**config.mk**
```make
export PLATFORM = sky130hd
export DESIGN_NAME = sm3_hash_engine_flat
export DESIGN_NICKNAME = d
export VERILOG_FILES = /design/src/hdl/sm3_pkg.sv /design/src/hdl/sm3_if.sv /design/src/hdl/sm3_front.sv /design/src/hdl/sm3_queue.sv /design/src/hdl/sm3_core.sv /design/src/hdl/sm3_hash_engine.sv /design/src/flat_wrapper.sv
export SDC_FILE = /design/constraint.sdc
export NUM_CORES = 2
export LEC_CHECK = 0
export BUFFER_PORTS_ARGS = -buffer_cell sky130_fd_sc_hd__buf_2
export CAP_MARGIN = 15
export CORE_MARGIN = 4
export CORE_UTILIZATION = 50
export CTS_CLUSTER_DIAMETER = 120
export CTS_CLUSTER_SIZE = 16
export DETAILED_ROUTE_END_ITERATION = 10
export PLACE_DENSITY_LB_ADDON = 0.05
export SLEW_MARGIN = 10
export SYNTH_ARGS = -nofsm -noshare
export SYNTH_HDL_FRONTEND = slang
export SYNTH_SLANG_ARGS = --single-unit
```
**constraint.sdc**
```tcl
create_clock -name clk -period 14 [get_ports clk]
set_input_delay 3.5 -clock clk [delete_from_list [all_inputs] [get_ports clk]]
set_output_delay 3.5 -clock clk [all_outputs]
set_load 0.05 [all_outputs]
```
**src/hdl/sm3_pkg.sv**
```systemverilog
`timescale 1ns / 1ps
// sm3_pkg: shared types, constants and round functions of the sm3 hash engine
// no dependencies

package sm3_pkg;

  typedef logic [31:0] word_t;

  typedef struct packed {
    logic [31:0] word;
    logic        fin;
  } q_word_t;

  typedef enum logic [2:0] {
    FR_ACCEPT, FR_MARK, FR_ZERO, FR_LEN_HI, FR_LEN_LO
  } front_state_t;

  typedef enum logic [1:0] {
    BK_COLLECT, BK_ROUND, BK_EMIT
  } back_state_t;

  localparam word_t SM3_IV [8] = '{
    32'h7380166F, 32'h4914B2B9, 32'h172442D7, 32'hDA8A0600,
    32'hA96F30BC, 32'h163138AA, 32'hE38DEE4D, 32'hB0FB0E4E
  };
  localparam word_t T_LOW    = 32'h79CC4519;
  localparam word_t T_HIGH   = 32'h7A879D8A;
  localparam word_t PAD_WORD = 32'h8000_0000;
  localparam logic [3:0] POS_LEN  = 4'd14;
  localparam logic [3:0] POS_LAST = 4'd15;
  localparam logic [5:0] ROUND_LAST = 6'd63;
  localparam logic [5:0] ROUND_BOOL = 6'd16;
  localparam logic [2:0] FULL_COUNT = 3'd4;
  localparam logic [2:0] DIGEST_LAST = 3'd7;

  function automatic word_t rotl(word_t x, logic [4:0] k);
    logic [63:0] dbl;
    dbl = {x, x} >> (6'd32 - {1'b0, k});
    return dbl[31:0];
  endfunction

  function automatic word_t perm0(word_t x);
    return x ^ rotl(x, 5'd9) ^ rotl(x, 5'd17);
  endfunction

  function automatic word_t perm1(word_t x);
    return x ^ rotl(x, 5'd15) ^ rotl(x, 5'd23);
  endfunction

  function automatic word_t t_const(logic [5:0] j);
    return rotl((j < ROUND_BOOL) ? T_LOW : T_HIGH, j[4:0]);
  endfunction

  function automatic word_t keep_mask(logic [1:0] n);
    word_t m;
    unique case (n)
      2'd0:    m = 32'h0000_0000;
      2'd1:    m = 32'hFF00_0000;
      2'd2:    m = 32'hFFFF_0000;
      default: m = 32'hFFFF_FF00;
    endcase
    return m;
  endfunction

endpackage

```
**src/hdl/sm3_if.sv**
```systemverilog
`timescale 1ns / 1ps
// sm3_in_if, sm3_out_if: valid/ready channels of the sm3 hash engine
// no dependencies

interface sm3_in_if;
  logic        valid;
  logic        ready;
  logic [31:0] message_word;
  logic [2:0]  valid_bytes;
  logic        end_of_message;
  modport source(output valid, message_word, valid_bytes, end_of_message, input ready);
  modport sink(input valid, message_word, valid_bytes, end_of_message, output ready);
endinterface

interface sm3_out_if;
  logic        valid;
  logic        ready;
  logic [31:0] digest_word;
  logic        digest_last;
  modport source(output valid, digest_word, digest_last, input ready);
  modport sink(input valid, digest_word, digest_last, output ready);
endinterface

```
**src/hdl/sm3_front.sv**
```systemverilog
`timescale 1ns / 1ps
// sm3_front: takes message items, tracks length and inserts the padding words
// depends on sm3_pkg and sm3_in_if

module sm3_front import sm3_pkg::*; (
  input  logic      clk,
  input  logic      rst_n,
  sm3_in_if.sink    in_ch,
  output q_word_t   push_data,
  output logic      push_valid,
  input  logic      push_ready
);

  front_state_t state_r, state_nxt;
  logic [3:0]   pos_r, pos_nxt, pos_inc;
  logic [63:0]  len_r, len_nxt;
  logic [2:0]   cnt;

  always_ff @(posedge clk) begin
    if (!rst_n) begin
      state_r <= FR_ACCEPT;
      pos_r   <= '0;
      len_r   <= '0;
    end else begin
      state_r <= state_nxt;
      pos_r   <= pos_nxt;
      len_r   <= len_nxt;
    end
  end

  always_comb begin
    cnt = (!in_ch.end_of_message || in_ch.valid_bytes > FULL_COUNT) ? FULL_COUNT
        : in_ch.valid_bytes;
    pos_inc    = pos_r + 4'd1;
    state_nxt  = state_r;
    pos_nxt    = pos_r;
    len_nxt    = len_r;
    push_valid = 1'b0;
    push_data  = '0;
    in_ch.ready = (state_r == FR_ACCEPT) && push_ready;
    unique case (state_r)
      FR_ACCEPT: begin
        push_valid = in_ch.valid;
        if (cnt == FULL_COUNT) begin
          push_data.word = in_ch.message_word;
        end else begin
          push_data.word = (in_ch.message_word & keep_mask(cnt[1:0]))
                         | (PAD_WORD >> {cnt[1:0], 3'b000});
        end
        if (in_ch.valid && push_ready) begin
          pos_nxt = pos_inc;
          len_nxt = len_r + {58'd0, cnt, 3'b000};
          if (in_ch.end_of_message) begin
            if (cnt == FULL_COUNT) begin
              state_nxt = FR_MARK;
            end else begin
              state_nxt = (pos_inc == POS_LEN) ? FR_LEN_HI : FR_ZERO;
            end
          end
        end
      end
      FR_MARK, FR_ZERO: begin
        push_valid     = 1'b1;
        push_data.word = (state_r == FR_MARK) ? PAD_WORD : '0;
        if (push_ready) begin
          pos_nxt   = pos_inc;
          state_nxt = (pos_inc == POS_LEN) ? FR_LEN_HI : FR_ZERO;
        end
      end
      FR_LEN_HI: begin
        push_valid     = 1'b1;
        push_data.word = len_r[63:32];
        if (push_ready) begin
          pos_nxt   = pos_inc;
          state_nxt = FR_LEN_LO;
        end
      end
      FR_LEN_LO: begin
        push_valid     = 1'b1;
        push_data.word = len_r[31:0];
        push_data.fin  = 1'b1;
        if (push_ready) begin
          pos_nxt   = '0;
          len_nxt   = '0;
          state_nxt = FR_ACCEPT;
        end
      end
      default: state_nxt = FR_ACCEPT;
    endcase
  end

endmodule

```
**src/hdl/sm3_queue.sv**
```systemverilog
`timescale 1ns / 1ps
// sm3_queue: small word queue between the front and the compression core
// depends on sm3_pkg

module sm3_queue import sm3_pkg::*; #(
  parameter int DEPTH = 4
) (
  input  logic    clk,
  input  logic    rst_n,
  input  q_word_t push_data,
  input  logic    push_valid,
  output logic    push_ready,
  output q_word_t pop_data,
  output logic    pop_valid,
  input  logic    pop_ready
);

  localparam int PW = (DEPTH > 1) ? $clog2(DEPTH) : 1;
  localparam int CW = $clog2(DEPTH + 1);

  q_word_t        mem_r [DEPTH];
  logic [PW-1:0]  wp_r, rp_r;
  logic [CW-1:0]  cnt_r;
  logic           do_push, do_pop;

  assign push_ready = cnt_r != CW'(DEPTH);
  assign pop_valid  = cnt_r != '0;
  assign pop_data   = mem_r[rp_r];
  assign do_push    = push_valid && push_ready;
  assign do_pop     = pop_valid && pop_ready;

  always_ff @(posedge clk) begin
    if (!rst_n) begin
      wp_r  <= '0;
      rp_r  <= '0;
      cnt_r <= '0;
    end else begin
      if (do_push) wp_r <= (wp_r == PW'(DEPTH - 1)) ? '0 : wp_r + PW'(1);
      if (do_pop)  rp_r <= (rp_r == PW'(DEPTH - 1)) ? '0 : rp_r + PW'(1);
      if (do_push && !do_pop) cnt_r <= cnt_r + CW'(1);
      else if (do_pop && !do_push) cnt_r <= cnt_r - CW'(1);
    end
  end

  always_ff @(posedge clk) begin
    if (do_push) mem_r[wp_r] <= push_data;
  end

endmodule

```
**src/hdl/sm3_core.sv**
```systemverilog
`timescale 1ns / 1ps
// sm3_core: gathers 16-word blocks, runs the 64 rounds and sends the digest
// depends on sm3_pkg and sm3_out_if

module sm3_core import sm3_pkg::*; (
  input  logic      clk,
  input  logic      rst_n,
  input  q_word_t   pop_data,
  input  logic      pop_valid,
  output logic      pop_ready,
  sm3_out_if.source out_ch
);

  back_state_t st_r, st_nxt;
  logic [3:0]  cnt_r, cnt_nxt;
  logic [5:0]  j_r, j_nxt;
  logic [2:0]  idx_r, idx_nxt;
  logic        fin_r, fin_nxt;
  word_t       v_r [8];
  word_t       v_nxt [8];
  word_t       r_r [8];
  word_t       r_nxt [8];
  word_t       w_r [16];
  word_t       w_nxt [16];
  word_t       a12, ss1, ss2, ff, gg, tt1, tt2, new_w;

  always_ff @(posedge clk) begin
    if (!rst_n) begin
      st_r  <= BK_COLLECT;
      cnt_r <= '0;
      j_r   <= '0;
      idx_r <= '0;
      fin_r <= 1'b0;
      v_r   <= SM3_IV;
    end else begin
      st_r  <= st_nxt;
      cnt_r <= cnt_nxt;
      j_r   <= j_nxt;
      idx_r <= idx_nxt;
      fin_r <= fin_nxt;
      v_r   <= v_nxt;
    end
  end

  always_ff @(posedge clk) begin
    r_r <= r_nxt;
    w_r <= w_nxt;
  end

  always_comb begin
    a12   = rotl(r_r[0], 5'd12);
    ss1   = rotl(a12 + r_r[4] + t_const(j_r), 5'd7);
    ss2   = ss1 ^ a12;
    if (j_r < ROUND_BOOL) begin
      ff = r_r[0] ^ r_r[1] ^ r_r[2];
      gg = r_r[4] ^ r_r[5] ^ r_r[6];
    end else begin
      ff = (r_r[0] & r_r[1]) | (r_r[0] & r_r[2]) | (r_r[1] & r_r[2]);
      gg = (r_r[4] & r_r[5]) | (~r_r[4] & r_r[6]);
    end
    tt1   = ff + r_r[3] + ss2 + (w_r[0] ^ w_r[4]);
    tt2   = gg + r_r[7] + ss1 + w_r[0];
    new_w = perm1(w_r[0] ^ w_r[7] ^ rotl(w_r[13], 5'd15))
          ^ rotl(w_r[3], 5'd7) ^ w_r[10];
  end

  always_comb begin
    st_nxt  = st_r;
    cnt_nxt = cnt_r;
    j_nxt   = j_r;
    idx_nxt = idx_r;
    fin_nxt = fin_r;
    v_nxt   = v_r;
    r_nxt   = r_r;
    w_nxt   = w_r;
    pop_ready          = (st_r == BK_COLLECT);
    out_ch.valid       = (st_r == BK_EMIT);
    out_ch.digest_word = v_r[idx_r];
    out_ch.digest_last = (idx_r == DIGEST_LAST);
    unique case (st_r)
      BK_COLLECT: begin
        if (pop_valid) begin
          for (int i = 0; i < 15; i++) w_nxt[i] = w_r[i+1];
          w_nxt[15] = pop_data.word;
          cnt_nxt   = cnt_r + 4'd1;
          if (cnt_r == POS_LAST) begin
            fin_nxt = pop_data.fin;
            r_nxt   = v_r;
            j_nxt   = '0;
            st_nxt  = BK_ROUND;
          end
        end
      end
      BK_ROUND: begin
        for (int i = 0; i < 15; i++) w_nxt[i] = w_r[i+1];
        w_nxt[15] = new_w;
        r_nxt[0] = tt1;
        r_nxt[1] = r_r[0];
        r_nxt[2] = rotl(r_r[1], 5'd9);
        r_nxt[3] = r_r[2];
        r_nxt[4] = perm0(tt2);
        r_nxt[5] = r_r[4];
        r_nxt[6] = rotl(r_r[5], 5'd19);
        r_nxt[7] = r_r[6];
        j_nxt    = j_r + 6'd1;
        if (j_r == ROUND_LAST) begin
          for (int i = 0; i < 8; i++) v_nxt[i] = v_r[i] ^ r_nxt[i];
          idx_nxt = '0;
          st_nxt  = fin_r ? BK_EMIT : BK_COLLECT;
        end
      end
      BK_EMIT: begin
        if (out_ch.ready) begin
          idx_nxt = idx_r + 3'd1;
          if (idx_r == DIGEST_LAST) begin
            v_nxt  = SM3_IV;
            st_nxt = BK_COLLECT;
          end
        end
      end
      default: st_nxt = BK_COLLECT;
    endcase
  end

endmodule

```
**src/hdl/sm3_hash_engine.sv**
```systemverilog
`timescale 1ns / 1ps
// sm3_hash_engine: streaming sm3 hash, 32-bit message items in, eight digest items out
// one compression round per cycle: a 16-word block is collected word by word, then
// runs its rounds; the core takes no new words during rounds, so the queue holds them until full
// padding adds 2 to 18 words after the final item, then the eight digest words go out
// the first digest word follows the rounds of the final block, and may wait behind a busy block
// synchronous active-low reset returns the chaining value to the iv and empties the queue

module sm3_hash_engine import sm3_pkg::*; #(
  parameter int QUEUE_DEPTH = 4
) (
  input  logic      clk,
  input  logic      rst_n,
  sm3_in_if.sink    in_ch,
  sm3_out_if.source out_ch
);

  q_word_t push_data, pop_data;
  logic    push_valid, push_ready, pop_valid, pop_ready;

  sm3_front u_front (
    .clk, .rst_n, .in_ch,
    .push_data, .push_valid, .push_ready
  );

  sm3_queue #(.DEPTH(QUEUE_DEPTH)) u_queue (
    .clk, .rst_n,
    .push_data, .push_valid, .push_ready,
    .pop_data, .pop_valid, .pop_ready
  );

  sm3_core u_core (
    .clk, .rst_n,
    .pop_data, .pop_valid, .pop_ready, .out_ch
  );

`ifndef SYNTH
  a_pad_busy: assert property (@(posedge clk) disable iff (!rst_n)
    in_ch.valid && in_ch.ready && in_ch.end_of_message |=> !in_ch.ready)
    else $error("item taken while padding pending");

  a_digest_end: assert property (@(posedge clk) disable iff (!rst_n)
    out_ch.valid && out_ch.ready && out_ch.digest_last |=> !out_ch.valid)
    else $error("digest runs past its last word");

  a_no_pop_busy: assert property (@(posedge clk) disable iff (!rst_n)
    out_ch.valid |-> !pop_ready)
    else $error("queue drained while digest pending");
`endif

endmodule
```
**src/flat_wrapper.sv**
```systemverilog
// flat-port wrapper written by rule: the top's interface ports become plain ports
module sm3_hash_engine_flat import sm3_pkg::*;
#(
  parameter int QUEUE_DEPTH = 4
)
  (clk, rst_n, in_ch_valid, in_ch_message_word, in_ch_valid_bytes, in_ch_end_of_message, in_ch_ready, out_ch_valid, out_ch_digest_word, out_ch_digest_last, out_ch_ready);
  sm3_in_if in_ch_i ();
  sm3_out_if out_ch_i ();
  input  logic clk;
  input  logic rst_n;
  input wire logic [$bits(in_ch_i.valid)-1:0] in_ch_valid;
  input wire logic [$bits(in_ch_i.message_word)-1:0] in_ch_message_word;
  input wire logic [$bits(in_ch_i.valid_bytes)-1:0] in_ch_valid_bytes;
  input wire logic [$bits(in_ch_i.end_of_message)-1:0] in_ch_end_of_message;
  output wire logic [$bits(in_ch_i.ready)-1:0] in_ch_ready;
  output wire logic [$bits(out_ch_i.valid)-1:0] out_ch_valid;
  output wire logic [$bits(out_ch_i.digest_word)-1:0] out_ch_digest_word;
  output wire logic [$bits(out_ch_i.digest_last)-1:0] out_ch_digest_last;
  input wire logic [$bits(out_ch_i.ready)-1:0] out_ch_ready;
  assign in_ch_i.valid = in_ch_valid;
  assign in_ch_i.message_word = in_ch_message_word;
  assign in_ch_i.valid_bytes = in_ch_valid_bytes;
  assign in_ch_i.end_of_message = in_ch_end_of_message;
  assign in_ch_ready = in_ch_i.ready;
  assign out_ch_valid = out_ch_i.valid;
  assign out_ch_digest_word = out_ch_i.digest_word;
  assign out_ch_digest_last = out_ch_i.digest_last;
  assign out_ch_i.ready = out_ch_ready;
  sm3_hash_engine #(.QUEUE_DEPTH(QUEUE_DEPTH)) u_core (.clk(clk), .rst_n(rst_n), .in_ch(in_ch_i), .out_ch(out_ch_i));
endmodule
```
==> Implementation_results.wiki <==
{| class="wikitable"
! Metric !! Value
|-
| Largest net degree at the start of global routing || about 190
|-
| Endpoint of the worst register-to-register path || u_core.u_core.v_r[125]
|-
| Detail Placement HPWL || 147000 microns
|-
| Largest cells by area after synthesis || sky130_fd_sc_hd__edfxtp_1, sky130_fd_sc_hd__dfxtp_1, sky130_fd_sc_hd__fa_1
|-
| Distinct cells, synth || 85
|-
| Total number of H-tree levels || 3
|-
| Predominant post-synthesis flop cell || sky130_fd_sc_hd__edfxtp_1
|-
| Worst path required time || 14.66 ns
|-
| Hold/Removal Path Class || flip-flop to flip-flop
|-
| Final worst path period share || 78.1%
|-
| Worst-case reg-to-reg path depth || 35
|-
| Worst r2r src || u_core.u_core.j_r[1]
|-
| Max-cap violation count || 0
|-
| Sequential cell area fraction in the yosys report || between 50% and 60%
|-
| Most common cell in the netlist || sky130_fd_sc_hd__nand2_1
|-
| Data arrival time at the worst-slack endpoint || around 12 ns
|-
| Buffers inserted during post-CTS setup optimization || 0
|-
| Drt total wl || 200000 microns
|-
| Cell at the slowest stage of the critical path || sky130_fd_sc_hd__dfxtp_1
|-
| Outcome || finished, final reports clean
|-
| Initial core utilization || 50.6%
|-
| Synthesis Warnings || 0
|-
| Number of placement rows || 130
|-
| Vertical extent of the die || roughly 370 microns
|-
| Number of global-route vias before repair || 40608
|-
| Cell area after layout || 68500 sq um
|-
| First-pass GRT wire length || 287000 microns
|-
| Relative max-transition margin || 23.8%
|-
| Destination of the worst hold path || u_core.u_core.w_r[449]
|-
| Number of detailed-routing iterations run before antenna repair || 6
|-
| RD Place Congestion || 0.959
|-
| Insertion delay of the later-clocked pin in the worst-skew pair || between 0.7 and 0.8 ns
|-
| CTS Hold Bufs || 0
|-
| Asr flop ratio synth || 0%
|-
| Startpoint kind of the worst setup timing path || flip-flop
|-
| Max frequency || 91.4 MHz
|-
| Leak || approximately 26 nW
|-
| Total grt overflow || 0
|-
| Count of buffers inserted at the top-level ports || 74
|-
| Net count of the mapped netlist || 6044
|-
| PwrDens || 241 nW/um^2
|-
| Root buf cell || sky130_fd_sc_hd__clkbuf_16
|-
| Slack of the worst reg-to-reg path || 3.06 ns
|-
| Die X || between 300 and 400 microns
|-
| Floorplan core area || around 130000 sq um
|-
| Setup repair after global routing missed its margin || false
|-
| Final Setup Violations || 0
|-
| # nets final || around 6000
|-
| Ports placed on the boundary || 75
|-
| Number of buffers inserted during clock tree synthesis || 88
|-
| Hold Path Depth || 0
|-
| Setup clock skew after layout || 0.0344 ns
|-
| Initial antenna violation count || 6
|-
| Actual transition at the worst max-transition pin || 1.13 ns
|-
| Aggregate global-route resource usage || 29.9%
|-
| Ratio of cells with drive above 1 in the final layout || under 10%
|-
| Biggest area consumer among synthesized cells || sky130_fd_sc_hd__edfxtp_1
|-
| TritonCTS clock tree || done
|-
| Count of mapped cells out of synthesis || 5700
|-
| Number of synthesized register bits || 1249
|-
| Area overhead of the layout relative to synthesis || 7.26%
|-
| Final slew viol count || 0
|-
| Final Util || 54.3%
|-
| Post-synth top cells || sky130_fd_sc_hd__nand2_1, sky130_fd_sc_hd__edfxtp_1, sky130_fd_sc_hd__o21ai_0
|-
| Worst vdd ir || between 0.0002 and 0.0003 V
|-
| Beginning of the worst hold path || u_core.u_core.w_r[417]
|-
| Wirelength per Cell || 27.1 microns
|-
| Pwr Total || 0.0165 W
|-
| Fraction of synthesized cell area taken by the top area cell type || 42.3%
|-
| Vias per cell || 5.84
|-
| Avg Inst Size Synth || 11.2 sq um
|-
| Clock Pin Slew Worst Setup and Hold Paths || 0.08 ns
|-
| Setup Crit Path Kind || flip-flop to flip-flop
|-
| Setup_tns || 0 ns
|-
| Sinks on the clock net || 1249
|-
| Vias after detailed routing || 43112
|-
| Post-synth design cell area || 63900 sq um
|-
| Crit-path max cell delay || 0.63 ns
|-
| Tmin final || 10.94 ns
|-
| Post-synth EDFFs || 900
|-
| Critical path capture point type || flip-flop
|-
| Post-CTS resize count || 0
|-
| DRC violations left || 0
|-
| Maximum root-to-sink buffer count || 3
|-
| Initial DRC Count || 4868
|-
| Number of failing hold endpoints at the final stage || 0
|-
| Number of antenna-violating nets in the routed design || 0
|-
| Die Outline Area || 134000 sq um
|-
| Worst-path fanout max || 44
|-
| Placed instance area || 65900 sq um
|}
-- through the flow --
step | setup slack, ns | instances | hold slack, ns
2_1_floorplan | 0.378 | 5700 | 0.400
3_3_place_gp | 3.26 | 7220 | 0.400
3_5_place_dp | 3.28 | 7220 | 0.405
4_1_cts | 3.29 | 7372 | 0.415
5_1_grt | 2.48 | 7378 | 0.421
6_report | 3.06 | 7382 | 0.411
-- worst max path at each step --
stage / startpoint / endpoint / slack [ns] / cells after the start
2_1_floorplan: u_core.u_core.cnt_r[0] / u_core.u_core.j_r[5] / 0.38 / 8
3_3_place_gp: u_core.u_core.j_r[1] / u_core.u_core.v_r[122] / 3.26 / 35
3_5_place_dp: u_core.u_core.j_r[1] / u_core.u_core.v_r[125] / 3.28 / 35
4_1_cts: u_core.u_core.j_r[1] / u_core.u_core.v_r[125] / 3.29 / 35
5_1_grt: u_core.u_core.j_r[1] / u_core.u_core.r_r[126] / 2.48 / 35
6_report: u_core.u_core.j_r[1] / u_core.u_core.v_r[125] / 3.06 / 35
-- final cells by class --
class | instances | area [sq um]
fill | 10933 | 57700
sequential | 1249 | 34000
multi-input combinational | 3845 | 27700
clock buffer | 145 | 2440
tap | 1650 | 2060
inverter | 347 | 1310
timing repair buffer | 130 | 861
clock inverter | 7 | 144
antenna | 9 | 22.5
-- critical path: cells and delay by family (launching register included) --
family,cells,cell delay [ns]
AO/OA/AOI/OAI,17,4.17
flip-flops,1,0.63
XOR/XNOR,2,0.58
buffers and inverters,5,1.12
adder cells (fa/ha/maj),7,2.88
AND/OR/NAND/NOR,4,1.47
-- power breakdown --
part           total, W  switching (W)  internal (W)
combinational   0.00803        0.00509       0.00294
clock           0.00252        0.00131       0.00120
sequential      0.00598       0.000576       0.00541
-- logic make-up after synthesis --
| group | after synthesis | share of synthesized area (%) |
|---|---|---|
| and+or+nand+nor | 1711 | 11.8 |
| DFF | 1249 | 53.2 |
| AOI/OAI and AO/OA | 1040 | 9.66 |
| buffers and inverters | 606 | 3.57 |
| xor gates and xnor gates | 577 | 8.27 |
| adders and majority gates | 307 | 8.23 |
| muxes | 210 | 5.26 |
-- sequential cells by signal, indices dropped and copies added (netlist names), named ones only --
signal and count:
u_core.u_queue.mem_r 132, u_core.u_front.pos_r 4, u_core.u_front.len_r 61, u_core.u_core.w_r 512, u_core.u_front.state_r 3, u_core.u_core.cnt_r 4, u_core.u_core.st_r 2, u_core.u_queue.cnt_r 3
u_core.u_core.v_r 256, u_core.u_core.j_r 6, u_core.u_core.idx_r 3, u_core.u_core.a12 32, u_core.u_queue.wp_r 2, u_core.u_core.fin_r 1, u_core.u_core.r_r 224, u_core.u_queue.rp_r 2
-- placed cells by master, fill, tap and decap left out, types with 89 or more instances in the layout --
cell type,synthesis,routed
sky130_fd_sc_hd__inv_1,345,345
sky130_fd_sc_hd__xor2_1,211,210
sky130_fd_sc_hd__mux4_2,97,97
sky130_fd_sc_hd__clkbuf_16,0,89
sky130_fd_sc_hd__nand3_1,92,92
sky130_fd_sc_hd__nor2_1,307,305
sky130_fd_sc_hd__o21ai_0,436,436
sky130_fd_sc_hd__nand2_1,918,914
sky130_fd_sc_hd__and3_1,122,122
sky130_fd_sc_hd__a21oi_1,273,273
sky130_fd_sc_hd__xnor2_1,349,347
sky130_fd_sc_hd__ha_1,114,114
sky130_fd_sc_hd__edfxtp_1,900,900
sky130_fd_sc_hd__dfxtp_1,349,345
sky130_fd_sc_hd__fa_1,190,190
-- metal layers --
metal,wire (microns),GRT usage [%]
met5,27,0
met4,9710,12.5
met3,12300,4.27
met2,90800,46.5
met1,87100,42.3
No activity file was read; power rests on OpenSTA's default activity.
